## src/design/isle_pkg.sv

```systemverilog
`default_nettype none
// ----------------------------------------------------------------------------
// isle_pkg
// Shared types and constants for the indexed sequence list engine.
// ----------------------------------------------------------------------------
package isle_pkg;

    localparam int MAX_ENTRIES = 16;
    localparam int IDX_W       = (MAX_ENTRIES > 1) ? $clog2(MAX_ENTRIES) : 1;
    localparam int CNT_W       = $clog2(MAX_ENTRIES + 1);
    localparam int DATA_W      = 32;

    typedef enum logic [2:0] {
        ACT_APPEND     = 3'd0,
        ACT_PREPEND    = 3'd1,
        ACT_INSERT     = 3'd2,
        ACT_REMOVE     = 3'd3,
        ACT_REMOVE_FRONT = 3'd4,
        ACT_REMOVE_END = 3'd5,
        ACT_FIND       = 3'd6
    } t_action;

    typedef enum logic [2:0] {
        ST_OK    = 3'd0,
        ST_OOB   = 3'd1,
        ST_EMPTY = 3'd2,
        ST_FULL  = 3'd3,
        ST_NONE  = 3'd4
    } t_status;

    typedef enum logic [1:0] {
        SH_NONE  = 2'd0,
        SH_OPEN  = 2'd1,
        SH_CLOSE = 2'd2
    } t_shift;

    // broadcast to every cell of the row
    typedef struct packed {
        t_shift              shift;
        logic [IDX_W-1:0]    pos;
        logic [DATA_W-1:0]   value;
    } t_cell_cmd;

endpackage : isle_pkg
`default_nettype wire

```

## src/design/isle_cell.sv

```systemverilog
`default_nettype none
// ----------------------------------------------------------------------------
// isle_cell
// One list slot: holds an entry, shifts to/from its neighbors, compares.
// ----------------------------------------------------------------------------
module isle_cell
    import isle_pkg::*;
(
    input  wire logic              i_clk,
    input  wire logic [IDX_W-1:0]  i_index,
    input  wire logic [CNT_W-1:0]  i_count,
    input  wire logic              i_en,
    input  wire t_cell_cmd         i_cmd,
    input  wire logic [DATA_W-1:0] i_left,
    input  wire logic [DATA_W-1:0] i_right,
    input  wire logic              i_hit,
    output logic [DATA_W-1:0]      o_data,
    output logic                   o_hit,
    output logic                   o_first
);

    logic [DATA_W-1:0] r_data;
    logic [DATA_W-1:0] n_data;
    logic              w_match;

    always_comb begin
        n_data = r_data;
        unique case (i_cmd.shift)
            SH_OPEN: begin
                if (i_index > i_cmd.pos) begin
                    n_data = i_left;
                end else if (i_index == i_cmd.pos) begin
                    n_data = i_cmd.value;
                end
            end
            SH_CLOSE: begin
                if (i_index >= i_cmd.pos) begin
                    n_data = i_right;
                end
            end
            default: begin
                n_data = r_data;
            end
        endcase
    end

    always_ff @(posedge i_clk) begin
        if (i_en) begin
            r_data <= n_data;
        end
    end

    // only slots below the count take part in a search
    assign w_match = (CNT_W'(i_index) < i_count) && (r_data == i_cmd.value);
    assign o_first = w_match && !i_hit;
    assign o_hit   = w_match || i_hit;
    assign o_data  = r_data;

endmodule : isle_cell
`default_nettype wire

```

## src/design/indexed_sequence_list_engine_top.sv

```systemverilog
`default_nettype none
// ----------------------------------------------------------------------------
// indexed_sequence_list_engine_top
// Ordered list of signed 32-bit values held in a row of shifting cells.
// ----------------------------------------------------------------------------
//  channel  dir  bits  contents (low bit first)
//  s_axis   in   40    action[2:0] value[34:3] position_in[39:35]
//  m_axis   out  16    status[2:0] position_out[6:3] entry_count[11:7] pad
//
//  One transaction per cycle while m_axis is not stalling: the whole cell row
//  shifts or compares in the cycle the command is taken, the result lands in
//  the output register. m_axis_tvalid rises in the cycle after accept.
//  s_axis_tready is high while the output register is empty or being drained.
//  Reset empties the list; entry contents are not cleared.
// ----------------------------------------------------------------------------
module indexed_sequence_list_engine_top
    import isle_pkg::*;
(
    input  wire logic        i_clk,
    input  wire logic        i_rst_n,
    input  wire logic        s_axis_tvalid,
    output logic             s_axis_tready,
    input  wire logic [39:0] s_axis_tdata,  // action, value, position_in
    output logic             m_axis_tvalid,
    input  wire logic        m_axis_tready,
    output logic [15:0]      m_axis_tdata   // status, position_out, entry_count
);

    logic                  w_accept;
    logic [2:0]            w_action;
    logic [DATA_W-1:0]     w_value;
    logic [4:0]            w_pos_in;
    logic [31:0]           w_pos_ext;
    logic [31:0]           w_cnt_ext;
    logic                  w_full;
    logic                  w_empty;

    logic [CNT_W-1:0]      r_count;
    logic [CNT_W-1:0]      n_count;
    t_cell_cmd             w_cmd;
    t_status               w_status;

    logic [DATA_W-1:0]     w_data  [MAX_ENTRIES];
    logic [MAX_ENTRIES:0]  w_hit;
    logic [MAX_ENTRIES-1:0] w_first;
    logic [IDX_W-1:0]      w_found;

    logic                  r_out_valid;
    logic [2:0]            r_status;
    logic [3:0]            r_position;
    logic [4:0]            r_entry_count;

    assign w_action  = s_axis_tdata[2:0];
    assign w_value   = s_axis_tdata[34:3];
    assign w_pos_in  = s_axis_tdata[39:35];
    assign w_pos_ext = 32'(w_pos_in);
    assign w_cnt_ext = 32'(r_count);
    assign w_full    = (r_count == CNT_W'(MAX_ENTRIES));
    assign w_empty   = (r_count == '0);

    assign s_axis_tready = !r_out_valid || m_axis_tready;
    assign w_accept      = s_axis_tvalid && s_axis_tready;

    always_comb begin
        w_cmd.shift = SH_NONE;
        w_cmd.pos   = '0;
        w_cmd.value = w_value;
        w_status    = ST_OK;
        n_count     = r_count;
        unique case (w_action)
            ACT_APPEND: begin
                if (w_full) begin
                    w_status = ST_FULL;
                end else begin
                    w_cmd.shift = SH_OPEN;
                    w_cmd.pos   = IDX_W'(r_count);
                    n_count     = r_count + 1'b1;
                end
            end
            ACT_PREPEND: begin
                if (w_full) begin
                    w_status = ST_FULL;
                end else begin
                    w_cmd.shift = SH_OPEN;
                    n_count     = r_count + 1'b1;
                end
            end
            ACT_INSERT: begin
                if (w_pos_ext > w_cnt_ext) begin
                    w_status = ST_OOB;
                end else if (w_full) begin
                    w_status = ST_FULL;
                end else begin
                    w_cmd.shift = SH_OPEN;
                    w_cmd.pos   = IDX_W'(w_pos_in);
                    n_count     = r_count + 1'b1;
                end
            end
            ACT_REMOVE: begin
                if (w_pos_ext >= w_cnt_ext) begin
                    w_status = ST_OOB;
                end else begin
                    w_cmd.shift = SH_CLOSE;
                    w_cmd.pos   = IDX_W'(w_pos_in);
                    n_count     = r_count - 1'b1;
                end
            end
            ACT_REMOVE_FRONT: begin
                if (w_empty) begin
                    w_status = ST_EMPTY;
                end else begin
                    w_cmd.shift = SH_CLOSE;
                    n_count     = r_count - 1'b1;
                end
            end
            ACT_REMOVE_END: begin
                if (w_empty) begin
                    w_status = ST_EMPTY;
                end else begin
                    n_count = r_count - 1'b1;
                end
            end
            ACT_FIND: begin
                if (w_empty) begin
                    w_status = ST_EMPTY;
                end else if (w_hit[MAX_ENTRIES]) begin
                    w_status = ST_OK;
                end else begin
                    w_status = ST_NONE;
                end
            end
            default: begin
                w_status = ST_OK;
            end
        endcase
    end

    // hit flag ripples from the front so only the first match is flagged
    assign w_hit[0] = 1'b0;

    for (genvar g = 0; g < MAX_ENTRIES; g++) begin : g_cell
        logic [DATA_W-1:0] w_left;
        logic [DATA_W-1:0] w_right;

        if (g == 0) begin : g_front
            assign w_left = '0;
        end else begin : g_mid_l
            assign w_left = w_data[g-1];
        end

        if (g == MAX_ENTRIES - 1) begin : g_back
            assign w_right = '0;
        end else begin : g_mid_r
            assign w_right = w_data[g+1];
        end

        isle_cell u_cell (
            .i_clk   (i_clk),
            .i_index (IDX_W'(g)),
            .i_count (r_count),
            .i_en    (w_accept),
            .i_cmd   (w_cmd),
            .i_left  (w_left),
            .i_right (w_right),
            .i_hit   (w_hit[g]),
            .o_data  (w_data[g]),
            .o_hit   (w_hit[g+1]),
            .o_first (w_first[g])
        );
    end

    always_comb begin
        w_found = '0;
        for (int i = 0; i < MAX_ENTRIES; i++) begin
            w_found = w_found | (w_first[i] ? IDX_W'(i) : '0);
        end
    end

    always_ff @(posedge i_clk) begin
        if (!i_rst_n) begin
            r_count     <= '0;
            r_out_valid <= 1'b0;
        end else begin
            if (w_accept) begin
                r_count     <= n_count;
                r_out_valid <= 1'b1;
            end else if (m_axis_tready) begin
                r_out_valid <= 1'b0;
            end
        end
    end

    always_ff @(posedge i_clk) begin
        if (w_accept) begin
            r_status      <= w_status;
            r_position    <= (w_action == ACT_FIND && w_status == ST_OK) ? 4'(w_found) : 4'd0;
            r_entry_count <= 5'(n_count);
        end
    end

    assign m_axis_tvalid = r_out_valid;
    assign m_axis_tdata  = {4'd0, r_entry_count, r_position, r_status};

endmodule : indexed_sequence_list_engine_top
`default_nettype wire

```

## config.mk

```make
export PLATFORM = sky130hd
export DESIGN_NAME = indexed_sequence_list_engine_top
export DESIGN_NICKNAME = d
export VERILOG_FILES = /design/src/design/isle_pkg.sv /design/src/design/isle_cell.sv /design/src/design/indexed_sequence_list_engine_top.sv
export SDC_FILE = /design/constraint.sdc
export NUM_CORES = 2
export LEC_CHECK = 0
export BUFFER_PORTS_ARGS = -buffer_cell sky130_fd_sc_hd__buf_2
export CAP_MARGIN = 20
export CORE_MARGIN = 2
export CORE_UTILIZATION = 26
export DETAILED_ROUTE_END_ITERATION = 16
export HOLD_SLACK_MARGIN = 0.12
export SLEW_MARGIN = 20
export SYNTH_ARGS = -nofsm -noshare
export SYNTH_HDL_FRONTEND = slang
export SYNTH_SLANG_ARGS = --single-unit
```

## constraint.sdc

```tcl
create_clock -name i_clk -period 15.82 [get_ports i_clk]
set_input_delay 0 -clock i_clk [delete_from_list [all_inputs] [get_ports i_clk]]
set_output_delay 0 -clock i_clk [all_outputs]
set_load 0.01 [all_outputs]
```

### Yosys cells after proc, flatten, opt, wreduce, memory -nomap -nowiden

Index checks and enable logic that the tools add are counted.

| operators by class | value |
|---|---|
| reductions and logical operators | 89 |
| shifts and indexed selects | 0 |
| $mul | 0 |
| divide/modulo/power cells | 0 |
| order comparisons | 50 |
| multiplexer cells | 101 |
| eq/ne operators | 72 |
| add/sub/neg operators | 2 |
| bitwise logic cells | 14 |

Operators with widths:

| cell | count |
|---|---|
| $mux W32 | 48 |
| $pmux W32 S2 | 16 |
| $eq A32 B32 Y1 | 16 |
| $reduce_and A4 Y1 | 16 |
| $ne A3 B1 Y1 const B | 16 |
| $lt A4 B5 Y1 const A | 8 |
| $mux W5 | 7 |
| $logic_and A1 B1 Y1 | 33 |
| $eq A4 B4 Y1 const A | 8 |
| $ge A4 B4 Y1 const A | 8 |
| $gt A4 B4 Y1 const A | 8 |
| $mux W4 | 8 |
| $ne A2 B1 Y1 const B | 16 |
| $or A4 B4 Y4 | 7 |
| $mux W3 | 7 |
| $lt A3 B5 Y1 const A | 4 |
| $pmux W5 S4 | 1 |
| $eq A3 B4 Y1 const A | 4 |
| $ge A3 B4 Y1 const A | 4 |
| $gt A3 B4 Y1 const A | 4 |
| $logic_not A1 Y1 | 16 |
| $logic_or A1 B1 Y1 | 16 |
| $pmux W3 S5 | 1 |
| $pmux W4 S3 | 1 |
| other kinds (32) | 55 |

| word-level totals | value |
|---|---|
| RAM bits | 0 |
| register bits after elaboration | 530 |
| bits in read-only memories | 0 |
| memories kept | 0 |
| bits in latches | 0 |

### Logic depth before layout (Yosys ltp)

| depth | value |
|---|---|
| depth after elaboration | 22 |
| depth in mapped cells | 18 |

### Cells and area by module

Synthesis repeated with hierarchy kept, for this count alone.

| unflattened totals | value |
|---|---|
| cell total of the unflattened synthesis | 5379 |
| area, all modules | 47170.2 µm² |

Modules (own cells, without submodules):

| module | times used | cells an instance | sequential area each (µm²) | area each (µm²) |
|---|---|---|---|---|
| isle_cell at g_cell[13].u_cell ... | 12 | 332 | 960.9 | 2889.0 |
| isle_cell at g_cell[10].u_cell ... | 3 | 335 | 960.9 | 2916.5 |
| isle_cell at g_cell[0].u_cell | 1 | 222 | 960.9 | 2234.6 |
| indexed_sequence_list_engine_top | 1 | 168 | 480.5 | 1517.7 |

### Least setup slack after synthesis

Ideal clock, no wire load.

| path | value |
|---|---|
| path type | register -> register |
| start | reg r_count[2] |
| end | reg g_cell[8].u_cell.r_data[0], enable pin |
| required time | 15354 ps |
| path buffers | 3 |
| arrival time | 5741 ps |
| stages on the path, launching flop included | 16 |
| path slack | 9613 ps |
| path through | dfxtp_1 > buf_4 > clkbuf_1 > inv_1 > ha_1 > and3_1 > and3_1 > a21oi_1 > o21ai_0 > and3_1 > ha_1 > nand2b_1 > clkbuf_1 > inv_1 > nand3_1 > o21ai_0 |

| between the ends | value |
|---|---|
| word-level cells in the longest chain between the ends | 7 |
| elaborated cells on any way between the ends | 21 |
| classes of those cells | order compare: 4; eq/ne: 6; mux: 8; reduce/logical: 3 |

Ends and longest elaborated chain:

| element | RTL line | source |
|---|---|---|
| start, declared | indexed_sequence_list_engine_top.sv:38 | `logic [CNT_W-1:0] r_count;` |
| start signal, assigned | indexed_sequence_list_engine_top.sv:185 | `r_count <= n_count;` |
| branches (longest 6 deep; another with $ge A5 B5 Y1) | n/a |  |
| $reduce_and A4 Y1 (no source line) * | n/a |  |
| end signal, assigned | isle_cell.sv:49 | `r_data <= n_data;` |
| end, declared | isle_cell.sv:22 | `logic [DATA_W-1:0] r_data;` |

Mark *: on every way between the ends.
A chain may end at the register's enable or synchronous reset.

### Worst setup path in the final report

| path | value |
|---|---|
| start | reg r_count[3] |
| end | reg g_cell[14].u_cell.r_data[14], enable pin |

| between the ends | value |
|---|---|
| word-level cells in the longest chain between the ends | 7 |
| elaborated cells on any way between the ends | 21 |
| classes of those cells | order compare: 4; eq/ne: 6; mux: 8; reduce/logical: 3 |

Ends and longest elaborated chain:

| element | RTL line |
|---|---|
| branches (longest 6 deep; another with $ge A5 B5 Y1) | n/a |
| $reduce_and A4 Y1 (no source line) * | n/a |
| end signal, assigned | isle_cell.sv:49 |
| end, declared | isle_cell.sv:22 |

Marks and branches as above.

==> results.txt <==
Status: completed
Number of synthesized flops with an enable pin: 524
# clock sinks: 530
Die height: 362 um
Fin. max-slew vios: 0
Top FF cell, synth: edfxtp_1
Initial core utilization: 26.2%
Non-Filler Instances: 4841
H-tree levels: 2
Core area: 128000 um2
Largest delay contributor family on the critical path: compound AO/OA/AOI/OAI gates
Fmax: 184 MHz
Slowest-stage cell, CP: dfxtp_1
First-pass GRT wire length: 162000 um
Yosys reg bits: 530
Reg power frac: 47.3%
Switching Power: 1.19 mW
Maximum vdd drop: 0.0804 mV
Register area share after synthesis: 47.5%
Register area: 15900 um2
TritonCTS clock tree: built
Num rows: 131
PwrDens: 108 nW/um2
Post-Place Cells: 4692
Post-synthesis async set-or-reset flop share: 0%
Critical path type: reg2reg
Measured slew at the worst slew-check pin: 1.12 ns
Max stage delay on crit path: 0.68 ns
Vias: 24900
Cells after synthesis: 3207
Mean post-synth cell area: 10.4 um2
GPL Wtd Cong: 0.874
Gr ovfl total: 0
Crit path time final: 5.44 ns
CTS Buf Count: 61
CP endpoint kind: register
Count of cell types in the netlist: 60
Sw frac: 29.3%
Remaining DRCs: 0
CP bufs+invs: 5
Clock transition at path regs: 0.06 ns
Combinational share of power: 16.2%
WP data required: 16.20 ns
Die area: 131000 um2
Hold WC Path Type: in2reg
Antenna violations before repair: 8
NumNets Final: 3182
Crit Path Max Fanout: 62
Overall die width: 362 um
Max-cap violation count: 0
Fillers: 13200
Port Buffers: 57
Yosys warns: 0
Area leader, netlist: edfxtp_1
Synth area leaders: edfxtp_1 (47%), mux2i_1 (13%), xnor2_1 (8.3%)
CP arrival: 5.82 ns
Multi-input logic area: 16200 um2
P&R area growth vs syn: 12.1%
Max_slew headroom: 25.1%
Syn Std Cell Area: 33400 um2
DR pass1 iterations: 5
Final WL: 112000 um
Crit-path cells: inv_1 > ha_1 > and3_1 > and3_1 > a21oi_1 > o21ai_0 > and3_1 > inv_1 > ha_4 > nor2_1 > o21ai_0 > inv_1 > buf_4 > a21oi_1 > o21ai_4 > buf_16
Ports: 62
Post-route ant nets: 0
Share of cells above drive strength 1: 9.19%
RSZ-0062 raised after global routing: false
Vias/cell: 5.13
Tcrit/Tclk final: 34.4%
Setup total negative slack: 0 ns
Final Hold Fails: 0
Largest net degree at the start of global routing: 237
Total Routing Usage GR: 16.4%
Core Util, Final: 29.4%
Post-DP HPWL: 77800 um
Most common cell after layout, fill and taps aside: edfxtp_1
Internal Pwr Total: 2.87 mW
Routed wire per std cell: 23.1 um
Max Root-Sink Buffers: 3
Cell leakage power: 14.1 nW
Final setup vio count: 0
Iteration-0 DRC count of the detailed router: 3438
Vias in the first global route: 23600
Synth top area share: 47.1%
Clock skew: 0.0224 ns
Commonest non-fill, non-tap cells in the layout: edfxtp_1 (524), nand2_1 (505), mux2i_1 (448)
Clock group share of total power: 36.6%
Root Driver: clkbuf_16
Setup Buffers After CTS: 0
CP Launch Type: register
Clk_lat worst skew: 0.64 ns
==> timing repair <==
item | 4_1_cts | 5_1_grt
hold endpoints to repair | 68 | 0
hold buffers | 30 | 0
gates resized for setup | 0 | 0
==> worst register-to-register path, delay by kind of cell, from the launching register on <==
family | cells | cell delay (ns)
AO/OA/AOI/OAI | 5 | 1.71
buffers and inverters | 5 | 0.96
AND/OR/NAND/NOR | 4 | 0.94
adder cells (fa/ha/maj) | 2 | 0.88
flip-flops | 1 | 0.68
==> cell usage after synthesis (3+ instances only) <==
master and count:
nor4_1 61, xnor2_1 317, nor3_1 19, nand2_1 509
xor2_1 195, mux2_2 32, buf_6 14, buf_1 6
buf_2 51, nand4_1 92, ha_1 12, buf_4 32
nor2_4 6, a21oi_1 54, a31oi_1 3, dfxtp_1 6
inv_1 15, nand3_1 53, mux2i_1 448, a2111oi_0 3
and2_1 3, and3_1 6, o21ai_1 130, edfxtp_1 524
clkbuf_1 202, nor2b_1 4, nand2b_1 4, o21ai_0 341
nor2_1 23
==> final timing paths <==
path | startpoint | slack (ns) | cells after the start | end
hold reg to reg | g_cell[15].u_cell.o_data[2] | 0.59 | 2 | g_cell[14].u_cell.o_data[2]
hold / removal | s_axis_tdata[5] | 0.16 | 3 | g_cell[7].u_cell.o_data[2]
setup reg to reg | r_count[3] | 10.38 | 16 | g_cell[14].u_cell.o_data[14]
setup / recovery | r_count[3] | 10.38 | 16 | g_cell[14].u_cell.o_data[14]
==> flip-flops by register name, indices dropped and copies added (netlist names) <==
| signal | flops |
|---|---|
| m_axis_tvalid | 1 |
| g_cell.u_cell.o_data | 512 |
| r_position | 4 |
| r_count | 5 |
| r_entry_count | 5 |
| r_status | 3 |
==> logic make-up after synthesis <==
kind of cell | synth area share, %
AOI/OAI and AO/OA | 8.93
xor gates and xnor gates | 13.4
adders and majority gates | 0.450
buffers and inverters | 4.47
DFF | 47.5
muxes | 14.5
other | 0.0112
and+or+nand+nor | 10.7
==> layer usage <==
metal | global-route usage (%) | share of wire, % | vias up
met5 | 0 | 0.070 | -
met4 | 4.52 | 2.6 | 12
met3 | 3.46 | 10 | 177
met2 | 24.0 | 43 | 1300
met1 | 24.1 | 45 | 12100
li1 | - | - | 11300
==> power by group through the flow <==
stage,sequential (mW),clock [mW],combinational (mW)
6_report,1.92,1.48,0.655
3_5_place_dp,1.94,0,0.634
5_1_grt,1.93,1.54,0.712
2_1_floorplan,1.86,0,0.470
3_3_place_gp,1.94,0,0.619
4_1_cts,1.91,1.49,0.643
==> area by class of cell <==
cell class / instances / area share (%)
Timing Repair Buffer: 158 / 3.28
Tap cell: 1662 / 5.55
Multi-Input combinational cell: 2359 / 43.2
Inverter: 16 / 0.160
Clock inverter: 43 / 1.18
Antenna cell: 2 / 0.0134
Clock buffer: 71 / 4.29
Sequential cell: 530 / 42.3
==> per-stage QoR <==
| stage | power [mW] | worst slack [ns] | hold slack (ns) | cell area [um2] |
|---|---|---|---|---|
| after global routing | 4.18 | 10.01 | 0.149 | 37400 |
| after CTS | 4.05 | 10.40 | 0.121 | 37400 |
| final | 4.06 | 10.38 | 0.157 | 37400 |
| after detailed placement | 2.57 | 10.42 | 0.265 | 35000 |
| after floorplan | 2.33 | 9.61 | 0.123 | 33400 |
| after global placement | 2.56 | 10.45 | 0.257 | 35000 |
Power figures use the tool's default switching activity.
